--- config.mk ---
export PLATFORM = sky130hd
export DESIGN_NAME = temperature_limit_monitor
export DESIGN_NICKNAME = d
export VERILOG_FILES = /design/src/design/tlm_pkg.sv /design/src/design/temperature_limit_monitor.sv
export SDC_FILE = /design/constraint.sdc
export NUM_CORES = 1
export LEC_CHECK = 0
export BUFFER_PORTS_ARGS = -buffer_cell sky130_fd_sc_hd__clkbuf_2
export CORE_ASPECT_RATIO = 0.75
export CORE_UTILIZATION = 47
export CTS_CLUSTER_DIAMETER = 150
export DETAILED_ROUTE_END_ITERATION = 10
export GPL_TIMING_DRIVEN = 0
export MAX_ROUTING_LAYER = met4
export PLACE_DENSITY_LB_ADDON = 0.15
export SETUP_SLACK_MARGIN = 0.15
export SYNTH_ARGS = -nofsm -noshare
export SYNTH_HDL_FRONTEND = slang
export SYNTH_SLANG_ARGS = --single-unit
--- constraint.sdc ---
create_clock -name clk -period 29.5 [get_ports clk]
set_input_delay 1.475 -clock clk [delete_from_list [all_inputs] [get_ports clk]]
set_output_delay 1.475 -clock clk [all_outputs]
set_load 0.1 [all_outputs]
--- src/design/tlm_pkg.sv ---
`timescale 1ns / 1ps

package tlm_pkg;

  // Width of the saturating sample counters.
  localparam int COUNT_BITS = 24;

  // Fixed field widths.
  localparam int SAMPLE_W = 16;
  localparam int TEMP_W   = 13;
  localparam int TRIP_W   = 4;
  localparam int TOTAL_W  = 24;
  localparam int PCT_W    = 14;

  // The sum of valid samples needs 13 bits of headroom above the count.
  localparam int SUM_W  = COUNT_BITS + 13;
  localparam int PROD_W = COUNT_BITS + PCT_W;
  // Dividend width of the shared divider covers both the sum and the product.
  localparam int DVD_W  = PROD_W;
  localparam int BIT_W  = $clog2(DVD_W);

  // Configuration port.
  localparam int CFG_IDX_W  = 1;
  localparam int CFG_DATA_W = TEMP_W;

  typedef enum logic [CFG_IDX_W-1:0] {
    REG_TEMP_LIMIT = 1'b0,
    REG_TRIP_COUNT = 1'b1
  } cfg_reg_t;

  // Valid window is -50..150 degrees in 1/16 degree units.
  localparam logic signed [SAMPLE_W-1:0] TEMP_LOW  = -16'sd800;
  localparam logic signed [SAMPLE_W-1:0] TEMP_HIGH = 16'sd2400;
  localparam logic signed [TEMP_W-1:0]   MAX_RESET = -13'sd1600;
  localparam logic signed [TEMP_W-1:0]   MIN_RESET = 13'sd3200;
  localparam logic signed [TEMP_W-1:0]   LIMIT_RESET = 13'sd1280;
  localparam logic [TRIP_W-1:0]          TRIP_RESET  = 4'd3;
  localparam logic [TRIP_W-1:0]          RUN_MAX     = 4'd15;
  localparam logic [PCT_W-1:0]           PCT_SCALE   = 14'd10000;

endpackage

--- src/design/temperature_limit_monitor.sv ---
`timescale 1ns / 1ps

// Over-temperature monitor with a consecutive-sample trip.
// Input channel: in_valid/in_ready carry one item holding a signed sample in
// 1/16 degree units. Output channel: out_valid/out_ready carry one result item
// per input item with the flags, the run length, the trip state and the report
// fields (count, mean, peak, lowest, over count, over percentage).
// Configuration: cfg_valid/cfg_ready with cfg_index and cfg_wdata. Index 0 is
// the limit, index 1 the trip count. cfg_ready is always high; write only while
// the block is idle.
// Processing: the item is captured, the statistics are updated, the percentage
// product is formed and the mean division is set up, then the shared
// restoring divider produces one quotient bit a cycle for the mean and then
// for the percentage, and the output register is loaded. The next item is
// taken only after the result has been loaded into the output register.
// When no valid sample has been seen the divisions are skipped. Reset (rst_n
// low, synchronous) clears the statistics, the trip latch and the output
// valid, and loads the limit 1280 and trip count 3.
// If the receiver stalls, the finished result waits in the output register;
// one more item can be accepted and processed, and its result then waits
// until the register is free.
module temperature_limit_monitor (
  input  logic                                  clk,
  input  logic                                  rst_n,
  input  logic                                  in_valid,
  output logic                                  in_ready,
  input  logic signed [tlm_pkg::SAMPLE_W-1:0]   in_sample_temp,
  output logic                                  out_valid,
  input  logic                                  out_ready,
  output logic                                  out_reading_valid,
  output logic                                  out_over_limit,
  output logic [tlm_pkg::TRIP_W-1:0]            out_consecutive_over,
  output logic                                  out_tripped,
  output logic [tlm_pkg::TOTAL_W-1:0]           out_valid_total,
  output logic signed [tlm_pkg::TEMP_W-1:0]     out_mean_temp,
  output logic signed [tlm_pkg::TEMP_W-1:0]     out_peak_temp,
  output logic signed [tlm_pkg::TEMP_W-1:0]     out_lowest_temp,
  output logic [tlm_pkg::TOTAL_W-1:0]           out_over_total,
  output logic [tlm_pkg::PCT_W-1:0]             out_over_percent,
  input  logic                                  cfg_valid,
  output logic                                  cfg_ready,
  input  logic [tlm_pkg::CFG_IDX_W-1:0]         cfg_index,
  input  logic [tlm_pkg::CFG_DATA_W-1:0]        cfg_wdata
);
  import tlm_pkg::*;

  typedef enum logic [2:0] {
    S_IDLE,
    S_UPDATE,
    S_MUL,
    S_DIV,
    S_FINISH
  } state_t;

  localparam logic [COUNT_BITS-1:0] CNT_MAX = {COUNT_BITS{1'b1}};

  state_t state_r;

  // Configuration registers.
  logic signed [TEMP_W-1:0] temp_limit_r;
  logic [TRIP_W-1:0]        trip_count_r;

  // Monitor state.
  logic [COUNT_BITS-1:0]    valid_count_r;
  logic [COUNT_BITS-1:0]    over_count_r;
  logic signed [SUM_W-1:0]  temp_sum_r;
  logic signed [TEMP_W-1:0] max_seen_r;
  logic signed [TEMP_W-1:0] min_seen_r;
  logic [TRIP_W-1:0]        run_length_r;
  logic                     trip_r;

  // Item in flight.
  logic signed [SAMPLE_W-1:0] sample_r;
  logic                       valid_flag_r;
  logic                       over_flag_r;
  logic [PROD_W-1:0]          prod_r;
  logic signed [TEMP_W-1:0]   mean_res_r;
  logic [PCT_W-1:0]           pct_res_r;

  // Shared divider.
  logic [DVD_W-1:0]       quo_r;
  logic [COUNT_BITS-1:0]  rem_r;
  logic [BIT_W-1:0]       bit_cnt_r;
  logic                   pct_pass_r;
  logic                   sum_neg_r;

  // Output register.
  logic                     out_valid_r;
  logic                     out_reading_valid_r;
  logic                     out_over_limit_r;
  logic [TRIP_W-1:0]        out_consecutive_over_r;
  logic                     out_tripped_r;
  logic [TOTAL_W-1:0]       out_valid_total_r;
  logic signed [TEMP_W-1:0] out_mean_temp_r;
  logic signed [TEMP_W-1:0] out_peak_temp_r;
  logic signed [TEMP_W-1:0] out_lowest_temp_r;
  logic [TOTAL_W-1:0]       out_over_total_r;
  logic [PCT_W-1:0]         out_over_percent_r;

  // Per-sample update logic.
  logic                     in_range;
  logic                     take;
  logic                     above;
  logic signed [TEMP_W-1:0] samp13;
  logic [TRIP_W-1:0]        need;
  logic [TRIP_W-1:0]        run_inc;

  // Divider step and result shaping.
  logic [COUNT_BITS:0]      shifted;
  logic                     ge;
  logic [COUNT_BITS:0]      diff;
  logic [COUNT_BITS-1:0]    rem_nxt;
  logic [DVD_W-1:0]         quo_nxt;
  logic [SUM_W-1:0]         abs_sum;
  logic [TEMP_W-1:0]        q13;
  logic signed [TEMP_W-1:0] mean_nxt;
  logic [PCT_W-1:0]         pct_nxt;
  logic                     out_free;

  always_comb begin
    in_range = (sample_r >= TEMP_LOW) && (sample_r <= TEMP_HIGH);
    take     = !trip_r && in_range;
    above    = sample_r > SAMPLE_W'(temp_limit_r);
    samp13   = TEMP_W'(sample_r);
    need     = (trip_count_r == '0) ? TRIP_W'(1) : trip_count_r;
    run_inc  = (run_length_r < RUN_MAX) ? run_length_r + TRIP_W'(1) : run_length_r;

    shifted  = {rem_r, quo_r[DVD_W-1]};
    diff     = shifted - {1'b0, valid_count_r};
    ge       = shifted >= {1'b0, valid_count_r};
    rem_nxt  = ge ? diff[COUNT_BITS-1:0] : shifted[COUNT_BITS-1:0];
    quo_nxt  = {quo_r[DVD_W-2:0], ge};

    abs_sum  = temp_sum_r[SUM_W-1] ? SUM_W'(-temp_sum_r) : SUM_W'(temp_sum_r);
    q13      = quo_nxt[TEMP_W-1:0];
    mean_nxt = sum_neg_r ? TEMP_W'(-q13) : TEMP_W'(q13);
    pct_nxt  = (quo_nxt > DVD_W'(PCT_SCALE)) ? PCT_SCALE : quo_nxt[PCT_W-1:0];

    out_free = !out_valid_r || out_ready;
  end

  assign in_ready  = (state_r == S_IDLE);
  assign cfg_ready = 1'b1;

  assign out_valid            = out_valid_r;
  assign out_reading_valid    = out_reading_valid_r;
  assign out_over_limit       = out_over_limit_r;
  assign out_consecutive_over = out_consecutive_over_r;
  assign out_tripped          = out_tripped_r;
  assign out_valid_total      = out_valid_total_r;
  assign out_mean_temp        = out_mean_temp_r;
  assign out_peak_temp        = out_peak_temp_r;
  assign out_lowest_temp      = out_lowest_temp_r;
  assign out_over_total       = out_over_total_r;
  assign out_over_percent     = out_over_percent_r;

  always_ff @(posedge clk) begin
    if (!rst_n) begin
      state_r       <= S_IDLE;
      temp_limit_r  <= LIMIT_RESET;
      trip_count_r  <= TRIP_RESET;
      valid_count_r <= '0;
      over_count_r  <= '0;
      temp_sum_r    <= '0;
      max_seen_r    <= MAX_RESET;
      min_seen_r    <= MIN_RESET;
      run_length_r  <= '0;
      trip_r        <= 1'b0;
      out_valid_r   <= 1'b0;
    end else begin
      if (cfg_valid && cfg_ready) begin
        unique case (cfg_reg_t'(cfg_index))
          REG_TEMP_LIMIT: temp_limit_r <= cfg_wdata;
          REG_TRIP_COUNT: trip_count_r <= cfg_wdata[TRIP_W-1:0];
          default: ;
        endcase
      end

      // In S_FINISH the output register is reloaded instead.
      if (out_valid_r && out_ready && (state_r != S_FINISH)) begin
        out_valid_r <= 1'b0;
      end

      unique case (state_r)
        S_IDLE: begin
          if (in_valid) begin
            sample_r <= in_sample_temp;
            state_r  <= S_UPDATE;
          end
        end

        S_UPDATE: begin
          // Apply the sample; after the trip the statistics are frozen.
          valid_flag_r <= take;
          over_flag_r  <= take && above;
          if (take) begin
            if (valid_count_r != CNT_MAX) begin
              valid_count_r <= valid_count_r + COUNT_BITS'(1);
              temp_sum_r    <= temp_sum_r + SUM_W'(sample_r);
            end
            if (samp13 > max_seen_r) begin
              max_seen_r <= samp13;
            end
            if (samp13 < min_seen_r) begin
              min_seen_r <= samp13;
            end
            if (above) begin
              if (over_count_r != CNT_MAX) begin
                over_count_r <= over_count_r + COUNT_BITS'(1);
              end
              run_length_r <= run_inc;
              if (run_inc >= need) begin
                trip_r <= 1'b1;
              end
            end else begin
              run_length_r <= '0;
            end
          end
          state_r <= S_MUL;
        end

        S_MUL: begin
          // Percentage product, then the mean division starts.
          prod_r     <= PROD_W'(over_count_r) * PROD_W'(PCT_SCALE);
          quo_r      <= DVD_W'(abs_sum);
          sum_neg_r  <= temp_sum_r[SUM_W-1];
          rem_r      <= '0;
          bit_cnt_r  <= '0;
          pct_pass_r <= 1'b0;
          if (valid_count_r == '0) begin
            mean_res_r <= '0;
            pct_res_r  <= '0;
            state_r    <= S_FINISH;
          end else begin
            state_r <= S_DIV;
          end
        end

        S_DIV: begin
          if (bit_cnt_r == BIT_W'(DVD_W - 1)) begin
            bit_cnt_r <= '0;
            if (!pct_pass_r) begin
              mean_res_r <= mean_nxt;
              quo_r      <= prod_r;
              rem_r      <= '0;
              pct_pass_r <= 1'b1;
            end else begin
              pct_res_r <= pct_nxt;
              state_r   <= S_FINISH;
            end
          end else begin
            quo_r     <= quo_nxt;
            rem_r     <= rem_nxt;
            bit_cnt_r <= bit_cnt_r + BIT_W'(1);
          end
        end

        S_FINISH: begin
          if (out_free) begin
            out_valid_r            <= 1'b1;
            out_reading_valid_r    <= valid_flag_r;
            out_over_limit_r       <= over_flag_r;
            out_consecutive_over_r <= run_length_r;
            out_tripped_r          <= trip_r;
            out_valid_total_r      <= TOTAL_W'(valid_count_r);
            out_mean_temp_r        <= mean_res_r;
            out_peak_temp_r        <= max_seen_r;
            out_lowest_temp_r      <= min_seen_r;
            out_over_total_r       <= TOTAL_W'(over_count_r);
            out_over_percent_r     <= pct_res_r;
            state_r                <= S_IDLE;
          end
        end

        default: state_r <= S_IDLE;
      endcase
    end
  end

`ifndef ASSERT_OFF
  // The sequencer takes one item at a time.
  a_one_item: assert property (@(posedge clk) disable iff (!rst_n)
    (in_valid && in_ready) |=> !in_ready)
    else $error("item accepted while another is in work");

  // Once latched, the trip never clears until reset.
  a_trip_sticky: assert property (@(posedge clk) disable iff (!rst_n)
    trip_r |=> trip_r)
    else $error("trip latch cleared");

  // Over samples are a subset of valid samples.
  a_over_le_valid: assert property (@(posedge clk) disable iff (!rst_n)
    over_count_r <= valid_count_r)
    else $error("over count exceeds valid count");

  // A result flagged over limit must come from a valid sample.
  a_over_implies_valid: assert property (@(posedge clk) disable iff (!rst_n)
    (out_valid && out_over_limit) |-> out_reading_valid)
    else $error("over limit without a valid reading");

  // The percentage never passes 100.00.
  a_pct_range: assert property (@(posedge clk) disable iff (!rst_n)
    out_valid |-> (out_over_percent <= PCT_SCALE))
    else $error("over percentage out of range");
`endif

endmodule
==> Yosys cells after proc, flatten, opt, wreduce, memory -nomap -nowiden <==
Index checks and enable logic that the tools add are counted.
{ "op_classes": {"multipliers": 1, "magnitude_cmp": 9, "bitwise": 1, "addsub": 8, "muxes": 34, "n_reduce_logical": 30, "eq_ne": 15} }
{ "op_table": {"columns": ["operator", "n"], "rows": [
  ["$mux 38", 2],
  ["$pmux 38 s2", 1],
  ["$mux 24", 3],
  ["$mux 14", 4],
  ["$mux 13", 4],
  ["$add 24x1->24 const B", 2],
  ["$ne 24x24->1 const B", 2],
  ["$pmux 24 s2", 1],
  ["$gt 38x14->1 const B", 1],
  ["$add 37x16->37", 1],
  ["$mux 37", 1],
  ["$neg 37->37", 1],
  ["$mul 24x10->34 const B", 1],
  ["$pmux 14 s2", 1],
  ["$pmux 13 s2", 1],
  ["$ge 25x24->1", 1],
  ["$logic_not 24->1", 1],
  ["$sub 24x24->24", 1],
  ["$reduce_and 3->1", 7],
  ["$ge 16x11->1 const B", 1],
  ["$gt 16x13->1", 1],
  ["$le 16x13->1 const B", 1],
  ["$mux 3", 5],
  ["$pmux 3 s5", 1],
  ["other kinds (28)", 53]
]} }
{ "totals": {"output_inout_bits": 111, "in_bits": 35, "ff_bits": 394} }

==> Longest topological paths before layout <==
{ "depth": {"depth_word": 6, "ltp_mapped": 21, "ltp_nobuf": 21} }

==> Least setup slack after synthesis <==
No wires, ideal clock.
{ "synth_timing": {"kind": "input to register", "from": "in rst_n", "to": "reg out_consecutive_over_r[0], in the netlist out_consecutive_over[0] (enable)", "path_slack_ps": 19076, "cell_stages": 3, "arrival_ps": 9694, "cell_sequence": "clkinv_1 -> clkbuf_1 -> nor3b_1"} }
{ "synth_via": {"elab_chain_cells": 1} }
{ "synth_lines": {"columns": ["item", "line", "rtl"], "rows": [
  ["start, declared", "temperature_limit_monitor.sv:24", "input logic rst_n,"],
  ["$reduce_and 3->1 (no source line)", null, null],
  ["end signal, assigned", "temperature_limit_monitor.sv:263", "out_consecutive_over_r <= run_length_r;"],
  ["end, declared", "temperature_limit_monitor.sv:91", "logic [TRIP_W-1:0] out_consecutive_over_r;"]
]} }
No other way between the ends.
A chain may end at the register's enable or synchronous reset.

==> Final worst setup path <==
{ "layout_timing": {"from": "reg over_count_r[8]", "to": "reg prod_r[36] (data pin)"} }
{ "layout_via": {"elab_chain_cells": 1} }
{ "layout_lines": {"columns": ["item", "line", "rtl"], "rows": [
  ["start, declared", "temperature_limit_monitor.sv:65", "logic [COUNT_BITS-1:0] over_count_r;"],
  ["start signal, assigned", "temperature_limit_monitor.sv:209", "over_count_r <= over_count_r + COUNT_BITS'(1);"],
  ["$mul 24x10->34", "temperature_limit_monitor.sv:224", "prod_r <= PROD_W'(over_count_r) * PROD_W'(PCT_SCALE);"],
  ["end signal, assigned", "temperature_limit_monitor.sv:224", null],
  ["end, declared", "temperature_limit_monitor.sv:76", "logic [PROD_W-1:0] prod_r;"]
]} }
No other way between the ends.

==> summary.md <==
| Metric | Value |
|---|---|
| Run status | `completed` |
| Setup bufs post-CTS | `0` |
| # setup viols final | `0` |
| Syn Inst Count | `2407` |
| Max Fclk | `176 MHz` |
| Number of synthesized flops with an enable pin | `257` |
| IO Count | `146` |
| GPL Wtd Cong | `0.932` |
| CP arrival | `6.05 ns` |
| CTS root buf | `clkbuf_16` |
| XOR/XNOR share of the synthesized area | `under 10%` |
| Avg Inst Size Synth | `9.95 um2` |
| Total global-route track usage | `26.0%` |
| Share of layout cells above drive strength 1 | `9.97%` |
| CTS sink cnt | `394` |
| LEAKAGE | `0.0117 uW` |
| Area grow syn2layout | `13.1%` |
| Clock skew | `approximately 0.024 ns` |
| Kind of critical path | `reg2reg` |
| DR iter-0 viols | `roughly 1500` |
| H-Tree Depth | `2` |
| Area post-placement | `around 0.026 mm2` |
| WL/cell | `~20 um` |
| Simple-Gate Fraction of Synth Area | `14.3%` |
| Synth Flop Type | `edfxtp_1` |
| Min-Delay Path Depth | `0` |
| CTS max path bufs | `3` |
| Critical R2R Capture | `prod_r[36]$_DFFE_PP_` |
| Max-slew violations | `0` |
| Chip height | `198 um` |
| DP HPWL | `50.1 mm` |
| Largest family of logic cells by synthesized area | `adder cells` |
| Critical Path Sink Type | `register` |
| Die area | `0.0519 mm2` |
| Most frequent cells in the layout | `nand2_1, edfxtp_1, inv_1` |
| Min-Delay Startpoint | `mean_res_r[12]$_SDFFCE_PN0P_` |
| ANT nets after route | `0` |
| Core Area | `0.0502 mm2` |
| Syn_nets | `about 2700` |
| Tcrit/Tclk final | `19.3%` |
| Commonest non-fill, non-tap cell in the layout | `nand2_1` |
| Worst slew pin tran | `1.25 ns` |
| Area share of the largest cell type after synthesis | `between 30% and 40%` |
| Cell accounting for the most synthesized area | `edfxtp_1` |
| PnR Total Power | `1210 uW` |
| RSZ-0062 raised after global routing | `false` |
| Vias per cell | `5.59` |
| Place WS | `23.89 ns` |
| CTS tree | `built` |
| Max FO, Critical Path | `7` |
| Min-Delay Path Class | `reg2reg` |
| Final core occ | `between 50% and 60%` |
| Synth Cell Area | `~0.024 mm2` |
| DRC viols | `0` |
| Clock transition at path regs | `approximately 0.060 ns` |
| Post-layout instance area | `0.0271 mm2` |
| Grt total ovfl | `0` |
| Final nets | `about 2900` |
| Netlist cell types | `73` |
| Setup tns final | `0 ns` |
| R2R depth | `20` |
| Maximum number of pins on one net before global-route repair | `28` |
| Clk_lat worst skew | `0.58 ns` |
| Worst EP required | `29.86 ns` |
| Final WS setup | `23.81 ns` |
| CP startpoint kind | `register` |
| IR drop worst, VDD | `0.0000358 V` |
| Antenna violations before repair | `2` |
| Power per cell area | `44.7 mW/mm2` |
| Post-synthesis mux area share | `under 10%` |
| Reg2reg setup slack | `23.81 ns` |
| Max-Cap Viols | `0` |
| Adder-Cell Fraction of Synth Area | `17.0%` |
| I/O Buffers | `roughly 140` |
| Row count | `71` |
| Final Hold Viols | `0` |
| Min Tclk post-route | `5.69 ns` |
| Vias | `~18000` |
| R2R Path Start | `over_count_r[8]$_SDFFE_PN0P_` |
| Die width | `263 um` |
| Ys async rst share | `0%` |
| Hold Crit Endpoint | `out_mean_temp[12]$_DFFE_PP_` |
| Sequential area share after synthesis | `between 40% and 50%` |
| Routed WL | `65.1 mm` |
| Yosys Warn Count | `0` |
| Vias in the first global route | `17917` |
| Register bit count reported by yosys | `394` |
| Total CTS buffers | `41` |
| Post-CTS Hold Buffers | `0` |
| Ranking of synthesized cells by area | `edfxtp_1, ha_1, dfxtp_1` |
| Synth Area in Compound Gates | `12.1%` |
| Initial core utilization | `around 48%` |
| Cts repair resizes | `0` |
| DR pass1 iterations | `5` |
| Rel. slew slack | `between 10% and 20%` |
| First-pass GRT wire length | `102 mm` |
==> cells in the mapped netlist (all sizes together), types with 39 or more instances <==
library cell    n
clkbuf         60
dfxtp         137
ha            227
xnor2         122
nand3          66
mux2i          55
nor2          219
a31oi          39
inv           244
a21oi         153
fa             61
a21o           44
edfxtp        257
o21ai          76
nand2         258
==> flip-flops by register name (all words and copies together) (netlist names), 6 cells and up <==
register / count
quo_r: 38
temp_sum_r: 37
prod_r: 34
out_over_total: 24
out_valid_total: 24
over_count_r: 24
rem_r: 24
valid_count_r: 24
sample_r: 16
out_over_percent: 14
pct_res_r: 14
max_seen_r: 13
mean_res_r: 13
min_seen_r: 13
out_lowest_temp: 13
out_mean_temp: 13
out_peak_temp: 13
temp_limit_r: 13
bit_cnt_r: 6
==> report_power, final <==
group          switching (uW)  internal (uW)
combinational            49.1           22.7
sequential               8.78            591
clock                     230            308
==> cells by family after synthesis <==
group	Yosys count
buffers and inverters	318
AOI/OAI and AO/OA	457
and+or+nand+nor	741
DFF	394
muxes	56
adders and majority gates	288
other	1
xor gates and xnor gates	152
==> per-stage QoR <==
step / instances / hold WS, ns
4_1_cts: 3296 / 0.420
3_3_place_gp: 3208 / 0.405
3_5_place_dp: 3221 / 0.405
5_1_grt: 3297 / 0.427
2_1_floorplan: 2407 / 0.400
6_report: 3297 / 0.419
==> how the worst max path moves through the flow <==
stage | from | end | slack, ns | cells after the start
final | over_count_r[8]$_SDFFE_PN0P_ | prod_r[36]$_DFFE_PP_ | 23.81 | 20
after CTS | over_count_r[8]$_SDFFE_PN0P_ | prod_r[36]$_DFFE_PP_ | 23.84 | 20
after detailed placement | over_count_r[8]$_SDFFE_PN0P_ | prod_r[36]$_DFFE_PP_ | 23.89 | 20
after global placement | rst_n | out_over_percent[6]$_DFFE_PP_ | 14.33 | 4
after global routing | over_count_r[9]$_SDFFE_PN0P_ | prod_r[36]$_DFFE_PP_ | 23.33 | 20
after floorplan | rst_n | out_consecutive_over[0]$_DFFE_PP_ | 19.08 | 3
==> per-layer routing <==
layer | share of wire, % | up-vias | track usage, %
li1 | - | 8904 | -
met1 | 50 | 8895 | 38.0
met3 | 6.8 | 67 | 4.46
met5 | 0 | - | -
met4 | 1.2 | 0 | 5.45
met2 | 42 | 576 | 37.6
==> cell type report <==
cell class,instances,area [um2]
antenna,1,2.50
clock inverter,30,302
inverter,245,920
buffer,73,278
multi-input combinational,1695,12300
fill,4464,23100
clock buffer,45,1070
sequential,394,10500
timing repair buffer,157,908
tap,657,822
==> critical path: stages, from the launching register on <==
cell and delay, ns:
dfxtp_1 0.58, inv_1 0.23, fa_1 0.57, inv_1 0.04, ha_1 0.29, fa_1 0.43, ha_1 0.29, inv_1 0.05
fa_1 0.50, inv_1 0.04, ha_1 0.28, clkbuf_1 0.19, a211oi_1 0.26, nand2_1 0.11, a221oi_1 0.35, nand2_1 0.09
a31oi_1 0.28, nor2_1 0.14, a211oi_1 0.36, a21oi_1 0.14, xor2_1 0.29
No activity file was read; power rests on OpenSTA's default activity.
